## config.mk

```make
export PLATFORM = sky130hd
export DESIGN_NAME = ordered_priority_message_queue_top_flat
export DESIGN_NICKNAME = d
export VERILOG_FILES = /design/src/opmq_pkg.sv /design/src/opmq_if.sv /design/src/opmq_store.sv /design/src/opmq_ctrl.sv /design/src/ordered_priority_message_queue_top.sv /design/src/flat_wrapper.sv
export SDC_FILE = /design/constraint.sdc
export NUM_CORES = 1
export LEC_CHECK = 0
export ABC_AREA = 1
export BUFFER_PORTS_ARGS = -buffer_cell sky130_fd_sc_hd__buf_2
export CELL_PAD_IN_SITES_DETAIL_PLACEMENT = 0
export CELL_PAD_IN_SITES_GLOBAL_PLACEMENT = 1
export CORE_ASPECT_RATIO = 1.25
export CORE_MARGIN = 5
export CORE_UTILIZATION = 35
export DETAILED_ROUTE_END_ITERATION = 10
export PLACE_DENSITY_LB_ADDON = 0.1
export SLEW_MARGIN = 15
export SYNTH_ARGS = -nofsm -noshare
export SYNTH_HDL_FRONTEND = slang
export SYNTH_SLANG_ARGS = --single-unit
```

## constraint.sdc

```tcl
create_clock -name clk -period 9.95 [get_ports clk]
set_clock_uncertainty 0.1 [all_clocks]
set_input_delay 0.4975 -clock clk [delete_from_list [all_inputs] [get_ports clk]]
set_output_delay 0.4975 -clock clk [all_outputs]
set_load 0.03 [all_outputs]
```

## src/opmq_pkg.sv

```systemverilog
// Shared types and constants for the ordered priority message queue.
`default_nettype none

package opmq_pkg;

  localparam int CMD_W  = 3;
  localparam int ID_W   = 32;
  localparam int PRIO_W = 8;
  localparam int OCC_W  = 5;

  typedef enum logic [CMD_W-1:0] {
    CMD_PUSH      = 3'd0,
    CMD_POP_FIRST = 3'd1,
    CMD_POP_EXACT = 3'd2,
    CMD_POP_ABOVE = 3'd3,
    CMD_CLEAR     = 3'd4
  } cmd_t;

  typedef enum logic [1:0] {
    ST_IDLE,
    ST_FWD,
    ST_BWD,
    ST_DONE
  } state_t;

  typedef struct packed {
    logic signed [ID_W-1:0] id;
    logic [PRIO_W-1:0]      prio;
  } entry_t;

endpackage

`default_nettype wire

```

## src/opmq_if.sv

```systemverilog
// Command and result channel interfaces of the ordered priority message queue.
`default_nettype none

interface opmq_req_if import opmq_pkg::*; ();
  logic                   valid;
  logic                   ready;
  logic [CMD_W-1:0]       cmd;
  logic signed [ID_W-1:0] msg_id;
  logic [PRIO_W-1:0]      prio;

  modport source (output valid, cmd, msg_id, prio, input ready);
  modport sink   (input valid, cmd, msg_id, prio, output ready);
endinterface

interface opmq_rsp_if import opmq_pkg::*; ();
  logic                   valid;
  logic                   ready;
  logic                   ok;
  logic signed [ID_W-1:0] out_id;
  logic [PRIO_W-1:0]      out_prio;
  logic [OCC_W-1:0]       occupancy;
  logic                   is_empty;

  modport source (output valid, ok, out_id, out_prio, occupancy, is_empty, input ready);
  modport sink   (input valid, ok, out_id, out_prio, occupancy, is_empty, output ready);
endinterface

`default_nettype wire

```

## src/opmq_store.sv

```systemverilog
// Entry memory: one write port, one read port with registered read data.
`default_nettype none

module opmq_store import opmq_pkg::*; #(
  parameter int DEPTH = 16
) (
  input  wire logic                     clk,
  input  wire logic                     rd_en,
  input  wire logic [$clog2(DEPTH)-1:0] rd_addr,
  output entry_t                        rd_data,
  input  wire logic                     wr_en,
  input  wire logic [$clog2(DEPTH)-1:0] wr_addr,
  input  wire entry_t                   wr_data
);

  entry_t mem [DEPTH];

  always_ff @(posedge clk) begin
    if (wr_en) begin
      mem[wr_addr] <= wr_data;
    end
  end

  always_ff @(posedge clk) begin
    if (rd_en) begin
      rd_data <= mem[rd_addr];
    end
  end

endmodule

`default_nettype wire

```

## src/opmq_ctrl.sv

```systemverilog
// Command sequencer: walks the entry memory to insert or remove one entry; clear empties the queue without a walk.
`default_nettype none

module opmq_ctrl import opmq_pkg::*; #(
  parameter int CAPACITY = 16
) (
  input  wire logic                        clk,
  input  wire logic                        rst,
  opmq_req_if.sink                         req,
  opmq_rsp_if.source                       rsp,
  output logic                             rd_en,
  output logic [$clog2(CAPACITY)-1:0]      rd_addr,
  input  wire entry_t                      rd_data,
  output logic                             wr_en,
  output logic [$clog2(CAPACITY)-1:0]      wr_addr,
  output entry_t                           wr_data
);

  localparam int AW = $clog2(CAPACITY);
  localparam int CW = $clog2(CAPACITY + 1);

  state_t              state, state_next;
  logic [CMD_W-1:0]    op;
  logic [PRIO_W-1:0]   key;
  logic signed [ID_W-1:0] new_id;
  logic [CW-1:0]       count;
  logic [CW-1:0]       iss;
  logic                iss_live;
  logic [CW-1:0]       prc;
  logic                prc_vld;
  logic                found;
  entry_t              res;
  entry_t              prev;

  logic                rsp_valid;
  logic                rsp_ok;
  entry_t              rsp_entry;
  logic [OCC_W-1:0]    rsp_occ;
  logic                rsp_empty;

  logic                accept;
  logic                walking;
  logic                issue;
  logic                iss_last;
  logic                rsp_load;
  logic [CW-1:0]       iss_m1;
  logic [CW-1:0]       prc_m1;
  logic                fin;
  logic                take_elem;
  logic                take_prev;
  logic                cnt_inc;
  logic                cnt_dec;

  assign accept   = req.valid && req.ready;
  assign walking  = (state == ST_FWD) || (state == ST_BWD);
  assign iss_last = (state == ST_BWD) ? (iss == '0) : (iss == count);
  assign issue    = walking && iss_live;
  assign iss_m1   = iss - CW'(1);
  assign prc_m1   = prc - CW'(1);
  assign rsp_load = (state == ST_DONE) && (!rsp_valid || rsp.ready);

  // Next state
  always_comb begin
    state_next = state;
    unique case (state)
      ST_IDLE: begin
        if (accept) begin
          unique case (req.cmd) inside
            CMD_PUSH:
              state_next = (count == CW'(CAPACITY)) ? ST_DONE : ST_BWD;
            CMD_POP_FIRST, CMD_POP_EXACT, CMD_POP_ABOVE:
              state_next = (count == '0) ? ST_DONE : ST_FWD;
            default:
              state_next = ST_DONE;
          endcase
        end
      end
      ST_FWD, ST_BWD: begin
        if (fin) state_next = ST_DONE;
      end
      ST_DONE: begin
        if (rsp_load) state_next = ST_IDLE;
      end
      default: state_next = ST_IDLE;
    endcase
  end

  // Handshake outputs
  always_comb begin
    req.ready = (state == ST_IDLE);
  end

  assign rsp.valid     = rsp_valid;
  assign rsp.ok        = rsp_ok;
  assign rsp.out_id    = rsp_entry.id;
  assign rsp.out_prio  = rsp_entry.prio;
  assign rsp.occupancy = rsp_occ;
  assign rsp.is_empty  = rsp_empty;

  // Walk decisions and memory accesses
  always_comb begin
    fin       = 1'b0;
    take_elem = 1'b0;
    take_prev = 1'b0;
    cnt_inc   = 1'b0;
    cnt_dec   = 1'b0;
    wr_en     = 1'b0;
    wr_addr   = prc_m1[AW-1:0];
    wr_data   = rd_data;
    rd_en     = 1'b0;
    rd_addr   = iss[AW-1:0];

    if (state == ST_FWD) begin
      rd_en   = issue && (iss != count);
      rd_addr = iss[AW-1:0];
      if (prc_vld) begin
        if (prc == count) begin
          // past the last entry: pop above takes the tail if all exceed the bound
          fin       = 1'b1;
          take_prev = !found && (op == CMD_POP_ABOVE);
          cnt_dec   = found || take_prev;
        end else if (found) begin
          wr_en = 1'b1;
        end else begin
          case (op)
            CMD_POP_FIRST: take_elem = 1'b1;
            CMD_POP_EXACT: take_elem = (rd_data.prio == key);
            CMD_POP_ABOVE: begin
              if (rd_data.prio <= key) begin
                if (prc == '0) begin
                  fin = 1'b1;
                end else begin
                  take_prev = 1'b1;
                  wr_en     = 1'b1;
                end
              end
            end
            default: fin = 1'b1;
          endcase
        end
      end
    end else if (state == ST_BWD) begin
      rd_en   = issue && (iss != '0);
      rd_addr = iss_m1[AW-1:0];
      wr_addr = prc[AW-1:0];
      if (prc_vld) begin
        wr_en = 1'b1;
        if ((prc == '0) || (rd_data.prio >= key)) begin
          // slot found: drop the new entry here
          wr_data = '{id: new_id, prio: key};
          fin     = 1'b1;
          cnt_inc = 1'b1;
        end
      end
    end
  end

  always_ff @(posedge clk) begin
    if (rst) begin
      state     <= ST_IDLE;
      count     <= '0;
      iss_live  <= 1'b0;
      prc_vld   <= 1'b0;
      found     <= 1'b0;
      rsp_valid <= 1'b0;
    end else begin
      state <= state_next;

      if (accept) begin
        op       <= req.cmd;
        key      <= req.prio;
        new_id   <= req.msg_id;
        found    <= (req.cmd == CMD_CLEAR);
        res      <= '0;
        prc_vld  <= 1'b0;
        iss_live <= 1'b1;
        iss      <= (req.cmd == CMD_PUSH) ? count : '0;
        if (req.cmd == CMD_CLEAR) count <= '0;
      end else if (walking) begin
        if (issue) begin
          iss      <= (state == ST_BWD) ? iss_m1 : iss + CW'(1);
          iss_live <= !iss_last;
        end
        prc_vld <= issue;
        prc     <= iss;
        if (take_elem) begin
          found <= 1'b1;
          res   <= rd_data;
        end
        if (take_prev) begin
          found <= 1'b1;
          res   <= prev;
        end
        if (cnt_inc) found <= 1'b1;
        if ((state == ST_FWD) && prc_vld) prev <= rd_data;
        if (cnt_dec) count <= count - CW'(1);
        if (cnt_inc) count <= count + CW'(1);
      end

      if (rsp_load) begin
        rsp_valid <= 1'b1;
      end else if (rsp.ready) begin
        rsp_valid <= 1'b0;
      end
    end
  end

  always_ff @(posedge clk) begin
    if (rsp_load) begin
      rsp_ok    <= found;
      rsp_entry <= res;
      rsp_occ   <= OCC_W'(count);
      rsp_empty <= (count == '0);
    end
  end

endmodule

`default_nettype wire

```

## src/ordered_priority_message_queue_top.sv

```systemverilog
// Results: clear, unknown codes, push when full and pops on an empty queue go straight
// to the done state; other commands first walk the entry memory, at most one pass,
// through its single read port.
// Commands: the next command is taken in the cycle after the result is loaded, one at
// a time; a result side that stalls holds it back.
// Reset (synchronous): the queue empties and no result is pending; memory is kept.
`default_nettype none

module ordered_priority_message_queue_top import opmq_pkg::*; #(
  parameter int CAPACITY = 16
) (
  input wire logic   clk,
  input wire logic   rst,
  opmq_req_if.sink   req,
  opmq_rsp_if.source rsp
);

  localparam int AW = $clog2(CAPACITY);

  logic          rd_en;
  logic [AW-1:0] rd_addr;
  entry_t        rd_data;
  logic          wr_en;
  logic [AW-1:0] wr_addr;
  entry_t        wr_data;

  opmq_ctrl #(.CAPACITY(CAPACITY)) u_ctrl (
    .clk     (clk),
    .rst     (rst),
    .req     (req),
    .rsp     (rsp),
    .rd_en   (rd_en),
    .rd_addr (rd_addr),
    .rd_data (rd_data),
    .wr_en   (wr_en),
    .wr_addr (wr_addr),
    .wr_data (wr_data)
  );

  opmq_store #(.DEPTH(CAPACITY)) u_store (
    .clk     (clk),
    .rd_en   (rd_en),
    .rd_addr (rd_addr),
    .rd_data (rd_data),
    .wr_en   (wr_en),
    .wr_addr (wr_addr),
    .wr_data (wr_data)
  );

endmodule

`default_nettype wire

```

## src/flat_wrapper.sv

```systemverilog
// flat-port wrapper written by rule: the top's interface ports become plain ports
module ordered_priority_message_queue_top_flat import opmq_pkg::*;
#(
  parameter int CAPACITY = 16
)
  (clk, rst, req_valid, req_cmd, req_msg_id, req_prio, req_ready, rsp_valid, rsp_ok, rsp_out_id, rsp_out_prio, rsp_occupancy, rsp_is_empty, rsp_ready);
  opmq_req_if req_i ();
  opmq_rsp_if rsp_i ();
  input wire logic clk;
  input wire logic rst;
  input wire logic [$bits(req_i.valid)-1:0] req_valid;
  input wire logic [$bits(req_i.cmd)-1:0] req_cmd;
  input wire logic [$bits(req_i.msg_id)-1:0] req_msg_id;
  input wire logic [$bits(req_i.prio)-1:0] req_prio;
  output wire logic [$bits(req_i.ready)-1:0] req_ready;
  output wire logic [$bits(rsp_i.valid)-1:0] rsp_valid;
  output wire logic [$bits(rsp_i.ok)-1:0] rsp_ok;
  output wire logic [$bits(rsp_i.out_id)-1:0] rsp_out_id;
  output wire logic [$bits(rsp_i.out_prio)-1:0] rsp_out_prio;
  output wire logic [$bits(rsp_i.occupancy)-1:0] rsp_occupancy;
  output wire logic [$bits(rsp_i.is_empty)-1:0] rsp_is_empty;
  input wire logic [$bits(rsp_i.ready)-1:0] rsp_ready;
  assign req_i.valid = req_valid;
  assign req_i.cmd = req_cmd;
  assign req_i.msg_id = req_msg_id;
  assign req_i.prio = req_prio;
  assign req_ready = req_i.ready;
  assign rsp_valid = rsp_i.valid;
  assign rsp_ok = rsp_i.ok;
  assign rsp_out_id = rsp_i.out_id;
  assign rsp_out_prio = rsp_i.out_prio;
  assign rsp_occupancy = rsp_i.occupancy;
  assign rsp_is_empty = rsp_i.is_empty;
  assign rsp_i.ready = rsp_ready;
  ordered_priority_message_queue_top #(.CAPACITY(CAPACITY)) u_core (.clk(clk), .rst(rst), .req(req_i), .rsp(rsp_i));
endmodule
```

==> out/metrics.cfg <==
[run_status]
run_status = finished, final reports clean

[hold_path]
holdPathStages = 4
worst_hold_path.endpoint = u_core.u_ctrl.rsp.valid
min_path_type = input pin to flop
hold_start = rsp_ready

[routing]
detailedRoute.firstIterationViolations = 1435
wirelength_microns = 95800
post_drt_wl_per_cell_microns = 22.5
drc = 0
count_of_vias_placed_by_the_detailed_router = 20779
vias_per_cell = 4.89
drt.antenna.violating_nets = 0
drt_first_pass_iters = 5

[yosys]
yosysTopAreaCellShare_pct = 73.4
netlist_top_cells_area = sky130_fd_sc_hd__edfxtp_1, sky130_fd_sc_hd__inv_1, sky130_fd_sc_hd__a21oi_1
ys_seq_elements = 871
list_of_most_frequent_post_synthesis_cells = sky130_fd_sc_hd__edfxtp_1, sky130_fd_sc_hd__inv_1, sky130_fd_sc_hd__nand2_1
synthesis.area_per_instance_sq_um = 12.9
syn_inst = 2729
synth_warnings = 0
postSynthNetCount = 2801
synth_top_flop_cell = sky130_fd_sc_hd__edfxtp_1
synth_top_area_cell = sky130_fd_sc_hd__edfxtp_1
synth-edff-count = 860
synth_sequential_area_ratio_pct = 74.0
post_synth_cell_types = 38
post-synth-top-count-cell = sky130_fd_sc_hd__edfxtp_1
ys_async_sr_fraction_pct = 0
syn-cell-area_sq_mm = 0.0352

[floorplan]
io_pins = 96
starting_utilization_of_the_core_area_pct = 35.1
fp-row-count = 130
die_footprint_sq_mm = 0.107
die-width_microns = 294
die_h_microns = 365
core_sq_mm = 0.100

[clock_tree]
path_clk_slew_ps = 60
postCtsResizedCells = 0
clock_path_buffers = 3
htreeDepth = 3
number_of_clock_buffers_inserted_by_tritoncts = 93
cts_num_sinks = 871
tritoncts_clock_tree = built
ctsRootBufferMaster = sky130_fd_sc_hd__clkbuf_16
worstSkewPairLatency_ps = 660

[setup_path]
cp_slowest_cell = sky130_fd_sc_hd__buf_4
path_max_fanout = 238
timing.critical_path.required_ps = 10250
worst_setup_path_start_kind = flop
cpMostUsedCell = sky130_fd_sc_hd__nand2_1
critPathCaptureType = flop
critical_path.startpoint = u_core.u_ctrl.state[0]
critical_path.cell_chain = inv_1 > ha_1 > inv_1 > ha_1 > nand2_1 > o21ai_4 > buf_12 > buf_4 > a21oi_1 > o21ai_0 > nand2_1 > o221ai_1 > nand2_1
regToRegEndpoint = u_core.u_store.rd_data[22]
cpLargestDelayFamily = buffers and inverters
worst_ep_arrival_time_ps = 4750
cpPeakStageDelay_ps = 860
worst-r2r-cell-count = 13
worstPathBufferInverterCount = 4
timing.setup.critical_path_class = flop to flop
worstReg2RegStart = u_core.u_ctrl.state[0]
regToRegSetupSlack_ps = 5490

[sta]
max_freq_mhz = 224
worst_slew_margin_rel_pct = 25.4
hold_ws_ps = 83.6
slew_viol_final = 0
min_period_over_period_pct = 44.8
tightest_slew_ps = 1120
setup_slack_ps = 5490
fin_tns_setup_ps = 0
setup_viol_count_final = 0
hold_viol = 0
min_period_ps = 4460
grt_setup_unrepaired = false

[layout]
drive_gt1_share_pct = 11.5
layoutNonFillerInstCount = 4251
layout.nets = 2929
syn2layout_area_growth_pct = 15.3
post-route-util_pct = 40.5
filler_cells = 9400

[global_routing]
total_gr_overflow = 0
antenna_violations_before_repair = 1
global_route_wire_length_before_repair_microns = 139000
via_count_of_the_first_global_routing_pass = 20294
grtUsageTotal_pct = 17.6
pin_count_of_the_biggest_net_entering_global_routing = 239

[power_and_ir_drop]
vdd_ir_drop_max_mv = 0.354
total_leakage_power_nw = 14.6
power-per-cell-area_mw_per_mm2 = 266

[placed_design]
gp_routability_congestion = 0.754
dp_hpwl_microns = 48100
pre_cts_ws_ps = 5560
dp.cells = 4038
port-buffer-count = 95

[job]
cap_viol_max_count = 0

## what timing repair did
action                    CTS  global route
hold endpoints to repair   43             0
buffers inserted            0             0
hold buffers               43             0
## per-layer routing
metal | GRT usage, % | wire length (microns) | vias up | part of all wire (%)
li1 | - | - | 9975 | -
met1 | 24.0 | 43600 | 10324 | 46
met2 | 30.0 | 47000 | 366 | 49
met3 | 2.46 | 3460 | 114 | 3.6
met4 | 4.15 | 1680 | 0 | 1.8
met5 | 0 | 0 | - | 0
## cell usage in the layout, fill, tap and decap left out, drive strengths merged, types with 2 or more instances in the layout
master	n
a211oi	2
a21oi	263
buf	142
bufinv	7
clkbuf	115
clkinv	42
clkinvlp	3
dfxtp	11
dlygate4sd3	43
edfxtp	860
ha	24
inv	377
mux2	32
nand2	290
nand3	140
nand4	7
nor2	121
nor3	3
o211ai	82
o21ai	296
o221ai	39
o22ai	3
or2	4
xnor2	8
xor2	9
## per-stage QoR
step / instance area, sq um / total power, mW
floorplan: 35200 / 6.71
global placement: 37200 / 7.51
detailed placement: 37200 / 7.54
CTS: 40600 / 11.0
global route: 40600 / 11.5
finish: 40600 / 10.8
## how the worst max path moves through the flow
stage | endpoint | cells past startpoint | slack [ps]
finish | u_core.u_store.rd_data[22] | 13 | 5490
detailed placement | u_core.u_store.rd_data[10] | 13 | 5560
global route | u_core.u_store.rd_data[24] | 13 | 5070
global placement | u_core.u_store.rd_data[24] | 13 | 5640
CTS | u_core.u_store.rd_data[22] | 13 | 5570
floorplan | u_core.u_ctrl.res[0] | 10 | 4900
## power by group
| group | switching [mW] | internal, mW | leakage, nW |
|---|---|---|---|
| registers | 0.0918 | 4.32 | 7.85 |
| logic | 2.15 | 0.874 | 5.34 |
| clock network | 1.42 | 1.95 | 1.43 |
| total | 3.66 | 7.14 | 14.6 |
## logic make-up (layout without fill, tap and decap cells)
| group | after synthesis | after routing | share of synthesized area [%] |
|---|---|---|---|
| AND/OR/NAND/NOR | 567 | 567 | 6.68 |
| XOR/XNOR | 17 | 17 | 0.423 |
| buffers and inverters | 528 | 729 | 6.07 |
| multiplexers | 32 | 32 | 1.02 |
| flip-flops | 871 | 871 | 74.0 |
| adder cells (fa/ha/maj) | 25 | 25 | 0.910 |
| AO/OA/AOI/OAI | 689 | 689 | 10.9 |
| other | 0 | 1 | 0 |
## sequential cells by signal, indices dropped and copies added (netlist names)
signal,flops
u_core.u_ctrl.op,3
u_core.u_store.rd_data,40
u_core.u_ctrl.found,1
u_core.u_ctrl.rsp.is_empty,1
u_core.u_ctrl.count,5
u_core.u_ctrl.key,8
u_core.u_ctrl.iss_live,1
u_core.u_ctrl.iss,5
u_core.u_ctrl.rsp.ok,1
u_core.u_ctrl.rsp.out_id,32
u_core.u_ctrl.prc,5
u_core.u_ctrl.res,40
u_core.u_store.mem,640
u_core.u_ctrl.state,2
u_core.u_ctrl.prc_vld,1
u_core.u_ctrl.new_id,32
u_core.u_ctrl.rsp.out_prio,8
u_core.u_ctrl.rsp.occupancy,5
u_core.u_ctrl.prev,40
u_core.u_ctrl.rsp.valid,1
## worst min-delay path, cell delays in order
cell,delay [ps]
sky130_fd_sc_hd__buf_2,80
sky130_fd_sc_hd__inv_1,60
sky130_fd_sc_hd__nand2_1,80
sky130_fd_sc_hd__a21oi_1,60
## cell type report
| cell class | count | area [sq um] | share of cell area (%) |
|---|---|---|---|
| multi-input cells | 1330 | 7230 | 17.8 |
| diodes | 1 | 2.50 | 0.00617 |
| clock inverters | 53 | 447 | 1.10 |
| well taps | 1320 | 1650 | 4.07 |
| repair buffers | 185 | 1300 | 3.21 |
| flip-flops and latches | 871 | 26000 | 64.2 |
| inverters | 376 | 1410 | 3.48 |
| clock buffers | 115 | 2490 | 6.15 |
Power figures use the tool's default switching activity.
